`config.mk`:
```
export PLATFORM = sky130hd
export DESIGN_NAME = serial_command_frame_receiver
export DESIGN_NICKNAME = d
export VERILOG_FILES = /design/src/design/scfr_pkg.sv /design/src/design/scfr_cell.sv /design/src/design/scfr_ctrl.sv /design/src/design/serial_command_frame_receiver.sv
export SDC_FILE = /design/constraint.sdc
export NUM_CORES = 1
export LEC_CHECK = 0
export BUFFER_PORTS_ARGS = -buffer_cell sky130_fd_sc_hd__buf_2
export CORE_AREA = 2 2 143 145
export CTS_BUF_LIST = sky130_fd_sc_hd__clkbuf_4
export CTS_CLUSTER_SIZE = 20
export DETAILED_ROUTE_END_ITERATION = 8
export DIE_AREA = 0 0 145 147
export SETUP_SLACK_MARGIN = 0.15
export SLEW_MARGIN = 25
export SYNTH_ARGS = -nofsm -noshare
export SYNTH_HDL_FRONTEND = slang
export SYNTH_SLANG_ARGS = --single-unit
```
`constraint.sdc`:
```
create_clock -name clk -period 8.7 [get_ports clk]
set_input_delay 1.74 -clock clk [delete_from_list [all_inputs] [get_ports clk]]
set_output_delay 1.74 -clock clk [all_outputs]
set_load 0.03 [all_outputs]
```
`src/design/scfr_pkg.sv`:
```
package scfr_pkg;

	localparam int BYTE_W     = 8;
	localparam int SPEED_W    = 16;
	localparam int FRAME_LEN  = 15;
	localparam int CHECK_POS  = 13;
	localparam int TAIL_POS   = 14;
	localparam int CHAIN_LEN  = CHECK_POS;
	localparam int POS_W      = $clog2(FRAME_LEN + 1);
	localparam int REG_IDX_W  = 1;

	typedef logic [BYTE_W-1:0]    byte_t;
	typedef logic [POS_W-1:0]     pos_t;
	typedef logic [REG_IDX_W-1:0] reg_idx_t;

	localparam reg_idx_t REG_HEADER = reg_idx_t'(0);
	localparam reg_idx_t REG_TAIL   = reg_idx_t'(1);

	localparam byte_t HEADER_RESET = byte_t'(123);
	localparam byte_t TAIL_RESET   = byte_t'(125);

	localparam pos_t POS_IDLE  = pos_t'(0);
	localparam pos_t POS_FIRST = pos_t'(1);
	localparam pos_t POS_CHECK = pos_t'(CHECK_POS);
	localparam pos_t POS_TAIL  = pos_t'(TAIL_POS);

	typedef struct packed {
		logic  at_tail;
		byte_t xor_value;
	} ctrl_t;

endpackage

```
`src/design/scfr_cell.sv`:
```
module scfr_cell (
	input  logic           clk,
	input  logic           shift,
	input  scfr_pkg::byte_t data_in,
	output scfr_pkg::byte_t data_out
);
	import scfr_pkg::*;

	byte_t data_q;

	always_ff @(posedge clk) begin
		if (shift) begin
			data_q <= data_in;
		end
	end

	assign data_out = data_q;

endmodule

```
`src/design/scfr_ctrl.sv`:
```
module scfr_ctrl (
	input  logic            clk,
	input  logic            arst_n,
	input  logic            accept,
	input  scfr_pkg::byte_t rx_byte,
	input  scfr_pkg::byte_t header_byte,
	output scfr_pkg::ctrl_t ctrl
);
	import scfr_pkg::*;

	pos_t  pos_q;
	byte_t xor_q;
	pos_t  pos_d;
	byte_t xor_d;

	always_comb begin
		pos_d = pos_q;
		xor_d = xor_q;
		if (accept) begin
			if (pos_q == POS_IDLE) begin
				if (rx_byte == header_byte) begin
					pos_d = POS_FIRST;
					xor_d = rx_byte;
				end
			end else if (pos_q >= POS_TAIL) begin
				pos_d = POS_IDLE;
				xor_d = '0;
			end else begin
				pos_d = pos_q + pos_t'(1);
				if (pos_q < POS_CHECK) begin
					xor_d = xor_q ^ rx_byte;
				end
			end
		end
	end

	always_ff @(posedge clk or negedge arst_n) begin
		if (!arst_n) begin
			pos_q <= POS_IDLE;
			xor_q <= '0;
		end else begin
			pos_q <= pos_d;
			xor_q <= xor_d;
		end
	end

	assign ctrl.at_tail   = (pos_q == POS_TAIL);
	assign ctrl.xor_value = xor_q;

endmodule

```
`src/design/serial_command_frame_receiver.sv`:
```
// Serial command frame receiver: takes one received byte per transfer and, after
// hunting for the header byte, collects a 15-byte frame (header, flag, status, three
// big-endian signed speeds, four command bytes, XOR check over bytes 0..12, tail).
// The tail byte produces one result transfer with the decoded fields and frame_ok,
// which is 1 only when both the tail and the XOR check match; failed frames are still
// reported. Accepts one byte every cycle while in_ready is high; frame bytes move down a
// 13-cell shift chain and the result is registered as the tail byte is taken. in_ready
// drops only while the tail byte is waiting and the previous result is still held.
// header_byte and tail_byte are written through cfg_we/cfg_index/cfg_data.
module serial_command_frame_receiver (
	input  logic                        clk,
	input  logic                        arst_n,
	input  logic                        cfg_we,
	input  scfr_pkg::reg_idx_t          cfg_index,
	input  scfr_pkg::byte_t             cfg_data,
	input  logic                        in_valid,
	output logic                        in_ready,
	input  scfr_pkg::byte_t             rx_byte,
	output logic                        out_valid,
	input  logic                        out_ready,
	output logic                        frame_ok,
	output scfr_pkg::byte_t             flag_value,
	output scfr_pkg::byte_t             status_value,
	output logic signed [15:0]          speed_x,
	output logic signed [15:0]          speed_y,
	output logic signed [15:0]          speed_z,
	output scfr_pkg::byte_t             roller_cmd,
	output scfr_pkg::byte_t             mode_cmd,
	output scfr_pkg::byte_t             keep_cmd,
	output scfr_pkg::byte_t             place_cmd
);
	import scfr_pkg::*;

	byte_t header_q;
	byte_t tail_q;
	ctrl_t ctrl;
	logic  accept;
	logic  emit;
	byte_t chain [CHAIN_LEN];

	logic                      out_valid_q;
	logic                      frame_ok_q;
	byte_t                     flag_q;
	byte_t                     status_q;
	logic signed [SPEED_W-1:0] speed_x_q;
	logic signed [SPEED_W-1:0] speed_y_q;
	logic signed [SPEED_W-1:0] speed_z_q;
	byte_t                     roller_q;
	byte_t                     mode_q;
	byte_t                     keep_q;
	byte_t                     place_q;

	always_ff @(posedge clk or negedge arst_n) begin
		if (!arst_n) begin
			header_q <= HEADER_RESET;
			tail_q   <= TAIL_RESET;
		end else if (cfg_we) begin
			unique case (cfg_index)
				REG_HEADER: header_q <= cfg_data;
				REG_TAIL:   tail_q   <= cfg_data;
				default: ;
			endcase
		end
	end

	assign in_ready = !ctrl.at_tail || !out_valid_q || out_ready;
	assign accept   = in_valid && in_ready;
	assign emit     = accept && ctrl.at_tail;

	scfr_ctrl u_ctrl (
		.clk         (clk),
		.arst_n      (arst_n),
		.accept      (accept),
		.rx_byte     (rx_byte),
		.header_byte (header_q),
		.ctrl        (ctrl)
	);

	for (genvar i = 0; i < CHAIN_LEN; i++) begin : g_cell
		if (i == 0) begin : g_head
			scfr_cell u_cell (
				.clk      (clk),
				.shift    (accept),
				.data_in  (rx_byte),
				.data_out (chain[i])
			);
		end else begin : g_body
			scfr_cell u_cell (
				.clk      (clk),
				.shift    (accept),
				.data_in  (chain[i-1]),
				.data_out (chain[i])
			);
		end
	end

	always_ff @(posedge clk or negedge arst_n) begin
		if (!arst_n) begin
			out_valid_q <= 1'b0;
		end else if (emit) begin
			out_valid_q <= 1'b1;
		end else if (out_ready) begin
			out_valid_q <= 1'b0;
		end
	end

	always_ff @(posedge clk) begin
		if (emit) begin
			frame_ok_q <= (rx_byte == tail_q) && (chain[0] == ctrl.xor_value);
			flag_q     <= chain[CHAIN_LEN-1];
			status_q   <= chain[CHAIN_LEN-2];
			speed_x_q  <= {chain[CHAIN_LEN-3], chain[CHAIN_LEN-4]};
			speed_y_q  <= {chain[CHAIN_LEN-5], chain[CHAIN_LEN-6]};
			speed_z_q  <= {chain[CHAIN_LEN-7], chain[CHAIN_LEN-8]};
			roller_q   <= chain[CHAIN_LEN-9];
			mode_q     <= chain[CHAIN_LEN-10];
			keep_q     <= chain[CHAIN_LEN-11];
			place_q    <= chain[CHAIN_LEN-12];
		end
	end

	assign out_valid    = out_valid_q;
	assign frame_ok     = frame_ok_q;
	assign flag_value   = flag_q;
	assign status_value = status_q;
	assign speed_x      = speed_x_q;
	assign speed_y      = speed_y_q;
	assign speed_z      = speed_z_q;
	assign roller_cmd   = roller_q;
	assign mode_cmd     = mode_q;
	assign keep_cmd     = keep_q;
	assign place_cmd    = place_q;

endmodule

```
==> qor.txt <==
SETUP PATH
-----------------------------------------------------------------------------------------
Critical path class ........................................................       in2out
Worst setup EP type ........................................................  output port
Data required time of the worst path .......................................      6960 ps
Launching element type of the critical path ................................    input pin
Maximum single-stage delay on the critical path ............................       310 ps
Highest-delay cell along the critical path ................................. sky130_fd_sc_hd__or2_2
Worst R2R Path Depth .......................................................            7
Cell chain of the critical path ............................................ buf_2, nand2b_1, or2_2, buf_2
Arrival @ worst endpoint ...................................................      2500 ps
Most frequent cell on the critical path .................................... sky130_fd_sc_hd__buf_2
Largest fanout on the critical path ........................................            3

TIMING
-----------------------------------------------------------------------------------------
Setup Total Neg Slack ......................................................         0 ps
Share of the clock period used by the worst path ...........................        48.8%
Peak Freq ..................................................................      236 MHz
Actual transition at the worst max-transition pin ..........................       775 ps
Setup slack of the critical path after layout ..............................      4460 ps
Finish-stage setup viols ...................................................            0
Tightest slew margin relative to the limit .................................        48.4%
RSZ-0062 raised after global routing .......................................           no
Layout Skew ................................................................      47.8 ps
Number of slew-limit violations in the final report ........................            0
Final period demand of the worst path ......................................      4240 ps
Count of final hold-check violations .......................................            0

POWER AND IR DROP
-----------------------------------------------------------------------------------------
Static leakage .............................................................      3.45 nW
Power density over the cells ...............................................   265 nW/um2
Worst-case vdd ir drop .....................................................       111 uV
Clock network power share ..................................................        34.8%
Fraction of power spent switching nets .....................................        25.1%
Sw power ...................................................................     0.627 mW
Sequential share of power ..................................................        54.5%
Combinational share of power ...............................................        10.6%
Cell-internal power ........................................................      1.88 mW

GLOBAL ROUTE
-----------------------------------------------------------------------------------------
Maximum number of pins on one net before global-route repair ...............           84
Overall Global Routing Usage ...............................................        12.3%
Vias in the first global route .............................................         4023
First-pass GRT wire length .................................................     20700 um
Number of antenna violations at the first check in global routing ..........            0
Overflow after GRT .........................................................            0

CLOCKING
-----------------------------------------------------------------------------------------
Root Driver ................................................................ sky130_fd_sc_hd__clkbuf_4
Count of buffers added by post-CTS timing repair for setup .................            0
Clock slew at reported path FFs ............................................        60 ps
Count of hold-fix buffers inserted at cts ..................................            0
Largest buffer count on any clock path .....................................            3
TritonCTS clock tree .......................................................         done
Clk_lat worst skew .........................................................       660 ps
TritonCTS Buffers ..........................................................           56
Resized Gates After CTS ....................................................            0
CTS sink cnt ...............................................................          230
# H-tree levels ............................................................            2

FLOORPLANNING
-----------------------------------------------------------------------------------------
Die Area ...................................................................    21300 um2
Site Rows ..................................................................           52
IO Pins ....................................................................          121
Die height .................................................................       147 um
Effective utilization at floorplan .........................................        39.2%
Placeable core region ......................................................    19800 um2
Die width ..................................................................       145 um

ROUTING
-----------------------------------------------------------------------------------------
Drt drc ....................................................................            0
Initial DRT Pass Iterations ................................................            4
Overall routed net length ..................................................     13000 um
Vias per cell ..............................................................         4.56
Vias .......................................................................         3903
Iteration-0 DRC Markers ....................................................          315
WL per Instance ............................................................      15.2 um
Count of nets left with antenna violations after detail routing ............            0

FINAL LAYOUT
-----------------------------------------------------------------------------------------
Leading cell types in the layout, fill and taps excluded ................... sky130_fd_sc_hd__edfxtp_1, sky130_fd_sc_hd__buf_2, sky130_fd_sc_hd__clkbuf_4, sky130_fd_sc_hd__xnor2_1, sky130_fd_sc_hd__clkinv_1
Most common cell after layout, fill and taps aside ......................... sky130_fd_sc_hd__edfxtp_1
# diodes ...................................................................            0
Proportion of layout cells with a drive suffix above 1 .....................        41.4%
Final standard cell utilization of the core ................................        47.7%
Final-stage net count ......................................................          565
Growth of design area from synthesis to finish .............................        21.6%

SYNTH
-----------------------------------------------------------------------------------------
Number of register bits inferred by synthesis ..............................          230
Mux cell area share after synthesis ........................................        2.32%
Cell types occupying the most area after synthesis ......................... sky130_fd_sc_hd__edfxtp_1, sky130_fd_sc_hd__dfrtp_1, sky130_fd_sc_hd__dfstp_2, sky130_fd_sc_hd__xnor2_1, sky130_fd_sc_hd__mux2_2
Combinational family with the most area after synthesis .................... simple AND/OR/NAND/NOR gates
Sequential area share after synthesis ......................................        87.1%
Library cells used by synthesis ............................................           35
Most area-hungry cell type in the Yosys netlist ............................ sky130_fd_sc_hd__edfxtp_1
Synthesized instance count .................................................          364
Proportion of register bits with asynchronous set or reset after synthesis .        12.6%
Average cell area after synthesis ..........................................     21.4 um2
Combined area of all synthesized cells .....................................     7780 um2
Number of enable flip-flop cells after synthesis ...........................          201
Main synth FF type ......................................................... sky130_fd_sc_hd__edfxtp_1
Share of the synthesized area in compound gates (AO/OA/AOI/OAI) ............        2.38%
Adder-cell area share of the yosys netlist .................................       0.483%
Fraction of synthesized cell area taken by the top area cell type ..........        77.6%
Net count after synthesis ..................................................          389
Simple-gate share of the synthesized area ..................................        3.72%
Number of warnings issued by yosys .........................................            0
Synthesized-area fraction occupied by xor and xnor cells ...................        3.15%

MIN PATH
-----------------------------------------------------------------------------------------
Worst Hold Class ...........................................................      reg2reg
Number of cells traversed by the worst hold path ...........................            0

PLACEMENT
-----------------------------------------------------------------------------------------
Placement Setup Slack ......................................................      4460 ps
HPWL after DPL .............................................................      8070 um
Count of input and output buffers ..........................................          120
RePlAce Congestion .........................................................        0.804

RUN STATUS
-----------------------------------------------------------------------------------------
Result of the run .......................................................... complete, no violations

RUN
-----------------------------------------------------------------------------------------
Max-Cap Viols ..............................................................            0

[final timing paths]
kind | slack, ps | startpoint | endpoint
worst max-delay path | 4460 | out_ready | in_ready
worst min-delay path | 410 | g_cell[2].g_body.u_cell.data_out[5] | keep_cmd[5]
worst max register to register | 6060 | u_ctrl.pos_q[0] | roller_cmd[2]
worst min register to register | 410 | g_cell[2].g_body.u_cell.data_out[5] | keep_cmd[5]
max in group asynchronous | 7100 | arst_n | u_ctrl.pos_q[1]
min in group asynchronous | 1120 | arst_n | u_ctrl.xor_q[0]
[power by group through the flow]
stage / clock network [mW] / registers (mW) / logic (mW)
after detailed placement: 0 / 1.39 / 0.265
after global placement: 0 / 1.38 / 0.252
after floorplan: 0 / 1.39 / 0.192
after global routing: 0.968 / 1.38 / 0.295
final: 0.872 / 1.36 / 0.266
after CTS: 0.912 / 1.36 / 0.266
[flip-flops by register name (all words and copies together) (netlist names), 16 cells and up]
register and flops:
speed_z 16, g_cell.g_body.u_cell.data_out 96, speed_x 16, speed_y 16
[Yosys cell counts, drive strengths merged, types with 3 or more instances]
cell      n
nor3      4
dfstp    12
nor3b     5
nand4     7
a22o      4
edfxtp  201
nand2    11
o41ai     4
o31ai     4
o21ai     7
inv       7
nor2      5
nand3    13
ha        3
mux2     16
xnor2    28
dfrtp    17
buf       3
[per-stage QoR]
stage / area (um2) / power, mW / std cells / hold WS, ps
floorplan: 7780 / 1.58 / 364 / 400
global placement: 8700 / 1.63 / 751 / 405
detailed placement: 8700 / 1.65 / 751 / 405
CTS: 9430 / 2.54 / 854 / 392
global route: 9460 / 2.64 / 855 / 401
finish: 9460 / 2.50 / 855 / 408
[cell families (layout without fill, tap and decap cells)]
kind of cell               Yosys count  in the layout
muxes                               16             16
DFF                                230            230
AOI/OAI and AO/OA                   23             23
buffers and inverters               12            233
xor gates and xnor gates            28             28
and+or+nand+nor                     52             52
adders and majority gates            3              3
[cell type report]
type,count,area (um2)
clock inverters,28,166
repair buffers,123,639
well taps,270,338
multi-input cells,122,945
flip-flops and latches,230,6780
clock buffers,75,563
inverters,7,28.8
fillers,1688,10400
[layer usage]
layer | wire length (um) | GRT usage, % | share of wire, %
met1 | 5350 | 14.9 | 41
met2 | 6180 | 19.6 | 48
met3 | 1010 | 4.01 | 7.8
met4 | 437 | 6.63 | 3.4
met5 | 0 | 0 | 0
[critical path: cells and delay by family]
| family | cells | cell delay (ps) |
|---|---|---|
| and+or+nand+nor | 2 | 500 |
| buffers and inverters | 2 | 270 |
No activity file was read; power rests on OpenSTA's default activity.
